$ cat src/cal_pkg.sv
// Shared types and codes for the cursor array list.
// Holds the word structs, operation and status codes, and the cell command type.
`default_nettype none

package cal_pkg;

  // Operation codes carried in the func field
  localparam logic [3:0] FN_INS_BEFORE = 4'd0;
  localparam logic [3:0] FN_INS_AFTER  = 4'd1;
  localparam logic [3:0] FN_DELETE     = 4'd2;
  localparam logic [3:0] FN_NEXT       = 4'd3;
  localparam logic [3:0] FN_PREV       = 4'd4;
  localparam logic [3:0] FN_START      = 4'd5;
  localparam logic [3:0] FN_END        = 4'd6;
  localparam logic [3:0] FN_READ       = 4'd7;
  localparam logic [3:0] FN_WRITE      = 4'd8;

  // Result status codes
  localparam logic [1:0] STAT_OK    = 2'd0;
  localparam logic [1:0] STAT_EMPTY = 2'd1;
  localparam logic [1:0] STAT_RANGE = 2'd2;
  localparam logic [1:0] STAT_FULL  = 2'd3;

  // Command broadcast to every cell of the row
  typedef enum logic [1:0] {
    CELL_HOLD,   // keep contents
    CELL_OPEN,   // cells above the slot take the lower neighbor, the slot loads
    CELL_CLOSE,  // cells at and above the slot take the upper neighbor
    CELL_LOAD    // the slot loads, all others hold
  } cell_cmd_t;

  typedef struct packed {
    logic [3:0]         func;
    logic signed [31:0] value;
    logic [5:0]         index;
  } in_word_t;

  typedef struct packed {
    logic [1:0]         status;
    logic               moved;
    logic signed [31:0] read_value;
    logic signed [31:0] current_value;
    logic [6:0]         item_count;
    logic [5:0]         cursor_pos;
  } out_word_t;

endpackage

`default_nettype wire

$ cat src/cal_cell.sv
// One storage cell of the list row: holds one element and trades it with its neighbors.
// Depends on cal_pkg for the cell command type.
`default_nettype none

module cal_cell #(
  parameter int DATA_WIDTH = 32,
  parameter int PW         = 6,
  parameter int IDX        = 0
) (
  input  wire                    clk,
  input  cal_pkg::cell_cmd_t     cmd,
  input  wire [PW-1:0]           at,
  input  wire [DATA_WIDTH-1:0]   wdata,
  input  wire [DATA_WIDTH-1:0]   lower,
  input  wire [DATA_WIDTH-1:0]   upper,
  input  wire [PW-1:0]           rd_sel,
  input  wire [PW-1:0]           cur_sel,
  output logic [DATA_WIDTH-1:0]  data,
  output logic [DATA_WIDTH-1:0]  rd_tap,
  output logic [DATA_WIDTH-1:0]  cur_tap
);
  import cal_pkg::*;

  localparam logic [PW-1:0] MY_IDX = PW'(IDX);

  logic [DATA_WIDTH-1:0] data_r;
  logic [DATA_WIDTH-1:0] data_nxt;
  logic                  at_slot;
  logic                  above_slot;

  assign at_slot    = (MY_IDX == at);
  assign above_slot = (MY_IDX > at);

  // Pick the next contents from the broadcast command
  always_comb begin
    data_nxt = data_r;
    unique case (cmd)
      CELL_HOLD:  data_nxt = data_r;
      CELL_OPEN: begin
        if (at_slot) data_nxt = wdata;
        else if (above_slot) data_nxt = lower;
      end
      CELL_CLOSE: begin
        if (at_slot || above_slot) data_nxt = upper;
      end
      CELL_LOAD: begin
        if (at_slot) data_nxt = wdata;
      end
      default: data_nxt = data_r;
    endcase
  end

  always_ff @(posedge clk) begin
    data_r <= data_nxt;
  end

  // Drive the element onto the read buses only when selected
  assign data    = data_r;
  assign rd_tap  = (MY_IDX == rd_sel)  ? data_r : '0;
  assign cur_tap = (MY_IDX == cur_sel) ? data_r : '0;

endmodule

`default_nettype wire

$ cat config.mk
export PLATFORM = sky130hd
export DESIGN_NAME = cal_cell
export DESIGN_NICKNAME = d
export VERILOG_FILES = /design/src/cal_pkg.sv /design/src/cal_cell.sv
export SDC_FILE = /design/constraint.sdc
export NUM_CORES = 1
export LEC_CHECK = 0
export BUFFER_PORTS_ARGS = -buffer_cell sky130_fd_sc_hd__buf_2
export CORE_MARGIN = 2
export CORE_UTILIZATION = 40
export CTS_BUF_LIST = sky130_fd_sc_hd__clkbuf_2
export DETAILED_ROUTE_END_ITERATION = 12
export PLACE_DENSITY_LB_ADDON = 0.1
export SYNTH_ARGS = -nofsm -noshare
export SYNTH_HDL_FRONTEND = slang
export SYNTH_SLANG_ARGS = --single-unit
export TNS_END_PERCENT = 50
$ cat constraint.sdc
create_clock -name clk -period 2.75 [get_ports clk]
set_clock_uncertainty 0.05 [all_clocks]
set_input_delay 0.4125 -clock clk [delete_from_list [all_inputs] [get_ports clk]]
set_output_delay 0.4125 -clock clk [all_outputs]
set_load 0.03 [all_outputs]
==> run_results.csv, run 1 <==
group,metric,value,unit
detailed_routing,vias,2941,
timing,rsz0062_at_grt,"false",
power_and_ir_drop,p_total,0.00113,W
clock_network,ctsHtreeMaxLevel,2,
global_routing,grt_pass1_wl,13000,um
timing,fmax,435,MHz
yosys,synth_top_family_by_area,"simple AND/OR/NAND/NOR gates",
detailed_routing,wl_per_cell,15.5,um
min_path,hp-class,"primary input to flip-flop",
finish,largest_reg_flops,32,
yosys,ys_seq_area_share,37.5,%
setup_path,start_kind,"primary input",
floorplan,die_h,84.0,um
setup_path,endpoint_kind,"primary output",
timing,slew_headroom,64.0,%
timing,worst-slew-pin-transition,0.541,ns
place,port-buffer-count,212,
global_routing,grt_pass1_vias,2724,
finish,final_nets,582,
floorplan,rows,29,
setup_path,cp.arrival,1.84,ns
finish,fillers,591,
timing,fin_hold_ws,0.276,ns
timing,drv_slew,0,
place,dp_hpwl,6290,um
global_routing,grt_util_all_layers,23.1,%
yosys,synth-xor-area-share,0,%
finish,area_growth,44.9,%
min_path,min_to,"data[11]$_DFFE_PP_",
global_routing,grt.overflow.total,0,
yosys,avgSynthCellArea,9.70,sq um
timing,timing_hold_violations_final,0,
yosys,synth.mux.area_fraction,0,%
power_and_ir_drop,power.density,305,nW/um^2
floorplan,dieArea,7060,sq um
finish,antenna_cells,0,
timing,setup_violations,0,
detailed_routing,postRouteAntennaNets,0,
global_routing,grt_antenna_before_repair,0,
setup_path,crit_fanout,32,
power_and_ir_drop,leakagePower,1.83,nW
clock_network,clk_pin_slew,0.20,ns
outcome,status,"completed",
yosys,synth_compound_area_share,20.6,%
clock_network,cts_setup_buffers,0,
timing,fin_crit,2.30,ns
floorplan,num_io_pins,213,
floorplan,initial_core_util,40.8,%
yosys,synth_area,2560,sq um
clock_network,numClockSinks,32,
detailed_routing,routed_wl,8410,um
global_routing,grt_max_degree,39,
min_path,min-delay-start,"upper[11]",
floorplan,core,6280,sq um
timing,finalSetupTns,0,ns
yosys,synth_seq_cells,32,
detailed_routing,firstDrtPassIters,4,
yosys,syn_inst,264,
setup_path,cp.required,2.29,ns
setup_path,crit_type,"primary input to primary output",
clock_network,ctsResizeCount,0,
clock_network,cts_root_buf,"clkbuf_2",
detailed_routing,via_per_inst,5.42,
detailed_routing,drc_errors,0,
min_path,whs_path_depth,3,
clock_network,tritoncts,"yes",
clock_network,hold_buffers,0,
power_and_ir_drop,vdd_drop_max,0.000176,V
job,maxCapViolations,0,
yosys,yosys.area_share.simple,30.9,%
clock_network,cts_buffers,5,
finish,drive_gt1_share,52.1,%
detailed_routing,drt_iter0_drc,176,
yosys,ys_warn_count,0,
floorplan,die_x,84.0,um
place,gp_congestion,0.788,
clock_network,clock_path_buffers,2,
timing,fin_crit_sh,83.7,%
yosys,ys_types,19,
yosys,synth_fa_ha_area_share,0,%
yosys,syn-num-nets,381,
metrics by stage:
step | setup WS [ns] | cell area, sq um | utilization (%) | instances
after floorplan | 0.335 | 2560 | - | 264
after global routing | 0.373 | 3710 | 59.1 | 543
after CTS | 0.445 | 3710 | 59.1 | 543
after detailed placement | 0.446 | 3650 | 58.1 | 535
after global placement | 0.486 | 3650 | 58.1 | 535
final | 0.449 | 3710 | 59.1 | 543
report_power, final:
group          total [W]  switching [W]  leakage (nW)  internal [W]
clock           0.000331       0.000174        0.0430      0.000157
sequential      0.000551     0.00000289         0.277      0.000548
combinational   0.000251       0.000130          1.51      0.000121
total            0.00113       0.000307          1.83      0.000826
critical path, cell delays in order:
cell and delay [ns]:
buf_2 0.10, or4_4 0.53, nor3_4 0.11, buf_4 0.29, and2_1 0.18, buf_2 0.19
cells by family (layout without fill, tap and decap cells):
kind of cell | Yosys count | count (layout)
buffers and inverters | 61 | 263
AOI/OAI and AO/OA | 65 | 65
and+or+nand+nor | 106 | 106
DFF | 32 | 32
per-layer routing:
| layer | GRT usage, % | wire length [um] | up-vias |
|---|---|---|---|
| li1 | - | - | 1399 |
| met1 | 27.5 | 3280 | 1366 |
| met2 | 40.6 | 4260 | 158 |
| met3 | 4.75 | 657 | 18 |
| met4 | 8.50 | 216 | 0 |
| met5 | 0 | 0 | - |
worst max-delay path by stage:
stage	from	to	slack, ns	cells after the start
after global routing	rd_sel[3]	rd_tap[20]	0.37	6
after global placement	cur_sel[3]	cur_tap[0]	0.49	6
after CTS	rd_sel[3]	rd_tap[9]	0.45	6
after detailed placement	rd_sel[3]	rd_tap[9]	0.45	6
after floorplan	at[5]	data[0]$_DFFE_PP_	0.34	4
final	rd_sel[3]	rd_tap[9]	0.45	6
cells in the mapped netlist, drive strengths merged:
cell type  number  area [sq um]
a22oi          32           240
and2           66           418
o21a            1          7.51
clkbuf         17          63.8
or4             2          22.5
edfxtp         32           961
buf            13           103
o311ai         31           272
nand2b          1          6.26
nor2            1          3.75
nor3            2          32.5
inv            31           116
nor2b           1          6.26
nor4            1          21.3
o211ai          1          7.51
nand4b         32           280
layout make-up:
type	count	area (sq um)	area share [%]
Multi-Input combinational cell	171	1320	35.6
Timing Repair Buffer	224	1150	31.0
Sequential cell	32	961	25.9
Inverter	31	116	3.13
Tap cell	77	96.3	2.60
Clock inverter	2	35.0	0.944
Clock buffer	6	30.0	0.809
cells in the final DEF (no fill, tap or decap):
cell type,instances
o311ai_0,21
a22oi_1,32
clkbuf_2,6
nor2_2,1
and2_1,62
o311ai_1,10
inv_1,31
o211ai_1,1
nor4_4,1
nand4b_1,32
or4_4,2
edfxtp_1,32
buf_2,212
nor2b_2,1
buf_4,12
and2_2,4
o21a_1,1
nand2b_1,1
clkinv_2,1
bufinv_16,1
nor3_4,2
Note: power is estimated with default switching activity, not from simulation.
==> run 2: changes to the inputs <==
--- a/config.mk
+++ b/config.mk
@@ -5,9 +5,10 @@
 export SDC_FILE = /design/constraint.sdc
 export NUM_CORES = 1
 export LEC_CHECK = 0
+export ABC_AREA = 1
 export BUFFER_PORTS_ARGS = -buffer_cell sky130_fd_sc_hd__buf_2
 export CORE_MARGIN = 2
-export CORE_UTILIZATION = 40
+export CORE_UTILIZATION = 42
 export CTS_BUF_LIST = sky130_fd_sc_hd__clkbuf_2
 export DETAILED_ROUTE_END_ITERATION = 12
 export PLACE_DENSITY_LB_ADDON = 0.1
==> constraint.sdc (replaced) <==
create_clock -name clk -period 2.4 [get_ports clk]
set_clock_uncertainty 0.05 [all_clocks]
set_input_delay 0.36 -clock clk [delete_from_list [all_inputs] [get_ports clk]]
set_output_delay 0.36 -clock clk [all_outputs]
set_load 0.03 [all_outputs]
==> run 2 against run 1 <==
- routed wire length up 15%
- sequential power increased by 15%
- final area grew 8.3%
- cell count rose by 37%
- clock power increased by 11%
- hold slack better by 0.024 ns
- first-iteration DRC count grew 7.4%
- critical path type unchanged
- global-route usage grew 1.2 points
- critical path depth is the same
- synthesized area rose by 13%
==> run_results.csv, run 2 <==
group,metric,value,unit
clock_network,tritoncts,"yes",
global_routing,grt_pass1_vias,3193,
setup_path,worstPathCellList,"buf_2, nor2_1, nand3_1, buf_4, nor2_1, buf_2",
power_and_ir_drop,leakagePower,2.54,nW
clock_network,ctsResizeCount,0,
yosys,syn_inst,463,
yosys,synth-edff-count,32,
yosys,yosys-top-cells-count,"128 x inv_1, 70 x nor2_1, 66 x nand3_1",
clock_network,cts_buffers,5,
power_and_ir_drop,seqPwrFrac,46.9,%
yosys,synth_top_cell_by_area,"edfxtp_1",
clock_network,clk_pin_slew,0.18,ns
clock_network,clock_path_buffers,2,
yosys,synth_seq_cells,32,
power_and_ir_drop,comb_power_share,25.7,%
yosys,synth_area_leaders,"edfxtp_1 33%, inv_1 17%, nand3_1 11%",
timing,fin_crit,1.64,ns
job,maxCapViolations,0,
detailed_routing,met2WireLength,4850,um
clock_network,cts_setup_buffers,0,
finish,final_cell_mix,"212 x buf_2, 128 x inv_1, 70 x nor2_1",
yosys,avgSynthCellArea,6.22,sq um
setup_path,cp.arrival,1.23,ns
floorplan,die_h,86.8,um
setup_path,cp.required,1.99,ns
detailed_routing,postRouteAntennaNets,0,
place,gp_congestion,0.804,
min_path,hp-class,"primary input to flip-flop",
yosys,synth-async-reset-ratio,0,%
finish,antenna_cells,0,
setup_path,start_kind,"primary input",
floorplan,num_io_pins,213,
finish,final_cell_count_no_fill,742,
clock_network,hold_buffers,0,
yosys,syn-num-nets,580,
timing,timing_hold_violations_final,0,
yosys,synth_area,2880,sq um
detailed_routing,wl_met3,748,um
timing,setup_violations,0,
setup_path,endpoint_kind,"primary output",
floorplan,rows,30,
timing,fmax,609,MHz
timing,worst-slew-pin-transition,0.637,ns
yosys,ys.flop_type,"edfxtp_1",
min_path,min-delay-start,"lower[28]",
power_and_ir_drop,power.density,334,nW/um^2
detailed_routing,drt_iter0_drc,189,
finish,drive_gt1_share,36.0,%
floorplan,core,6720,sq um
clock_network,numClockSinks,32,
floorplan,die_x,86.8,um
detailed_routing,topRoutingLayerUsed,"met4",
global_routing,grt_util_all_layers,24.2,%
finish,final_nets,778,
setup_path,max_stage_delay,0.24,ns
timing,rsz0062_at_grt,"false",
floorplan,dieArea,7540,sq um
power_and_ir_drop,p_switching,0.000403,W
setup_path,crit_type,"primary input to primary output",
place,dp_hpwl,7050,um
finish,final_util,59.8,%
detailed_routing,vias,3630,
detailed_routing,drt-met1-wl,3970,um
power_and_ir_drop,internal_power,0.000940,W
global_routing,grt.overflow.total,0,
yosys,synth_top_area_share,33.3,%
timing,fin_hold_ws,0.301,ns
yosys,ys_seq_area_share,33.3,%
global_routing,grt_max_degree,34,
detailed_routing,drc_errors,0,
place,port-buffer-count,212,
power_and_ir_drop,clkPwrFrac,27.4,%
min_path,whs_path_depth,5,
detailed_routing,firstDrtPassIters,5,
detailed_routing,via_per_inst,4.89,
yosys,ys_types,17,
setup_path,crit_slowest_cell,"buf_4",
setup_path,crit_fanout,32,
outcome,status,"completed",
detailed_routing,wl_per_cell,13.0,um
yosys,ys_warn_count,0,
clock_network,cts_root_buf,"clkbuf_2",
power_and_ir_drop,vdd_drop_max,0.000276,V
timing,finalSetupTns,0,ns
clock_network,ctsHtreeMaxLevel,2,
timing,drv_slew,0,
power_and_ir_drop,p_sw_share,30.0,%
yosys,synth_most_common_cell,"inv_1",
finish,layout_commonest_cell,"buf_2",
min_path,min_to,"data[28]$_DFFE_PP_",
global_routing,grt_pass1_wl,14400,um
global_routing,grt_antenna_before_repair,0,
power_and_ir_drop,p_total,0.00134,W
detailed_routing,routed_wl,9680,um
timing,slew_headroom,57.5,%
floorplan,initial_core_util,42.9,%
finish,largest_reg_flops,32,
finish,fillers,691,
finish,area_growth,39.5,%
place,placed_cells,734,
timing,fin_crit_sh,68.5,%
run 2: per-layer routing:
layer	GRT usage, %	vias to the layer above
met5	0	-
met2	44.6	189
met1	29.6	1608
li1	-	1824
met4	5.11	0
met3	4.00	9
run 2: logic make-up (layout without fill, tap and decap cells):
kind of cell           Yosys count  count (layout)  synth area share, %
AND/OR/NAND/NOR                237             237                 37.9
AO/OA/AOI/OAI                   33              33                 5.73
flip-flops                      32              32                 33.3
buffers and inverters          161             360                 23.1
run 2: how the worst max path moves through the flow:
stage / endpoint / from / slack [ns] / cells past startpoint
floorplan: data[0]$_DFFE_PP_ / at[2] / 0.27 / 4
global placement: data[27]$_DFFE_PP_ / at[0] / 0.60 / 5
detailed placement: data[14]$_DFFE_PP_ / at[0] / 0.58 / 5
CTS: rd_tap[14] / rd_sel[5] / 0.76 / 6
global route: rd_tap[9] / rd_sel[5] / 0.67 / 6
finish: rd_tap[4] / rd_sel[5] / 0.76 / 6
run 2: worst max-delay path: cells and delay by family:
| kind | cells | cell delay [ns] |
|---|---|---|
| buffers and inverters | 3 | 0.55 |
| AND/OR/NAND/NOR | 3 | 0.30 |
run 2: cell type report:
type	count	area (sq um)	area share (%)
tap	80	100	2.49
clock inverter	3	42.5	1.06
sequential	32	961	23.9
clock buffer	5	25.0	0.622
inverter	130	488	12.1
timing repair buffer	222	1140	28.3
multi-input combinational	270	1270	31.5
run 2: power by group through the flow:
stage          Combinational (W)  Clock [W]  Sequential [W]
2_1_floorplan           0.000189          0        0.000653
3_3_place_gp            0.000337          0        0.000643
3_5_place_dp            0.000344          0        0.000643
4_1_cts                 0.000344   0.000380        0.000631
5_1_grt                 0.000386   0.000396        0.000631
6_report                0.000345   0.000368        0.000631
run 2: stage by stage:
stage | cell area, sq um | setup WS [ns]
after floorplan | 2890 | 0.270
after global placement | 3950 | 0.598
after detailed placement | 3950 | 0.582
after CTS | 4020 | 0.755
after global routing | 4020 | 0.671
final | 4020 | 0.757
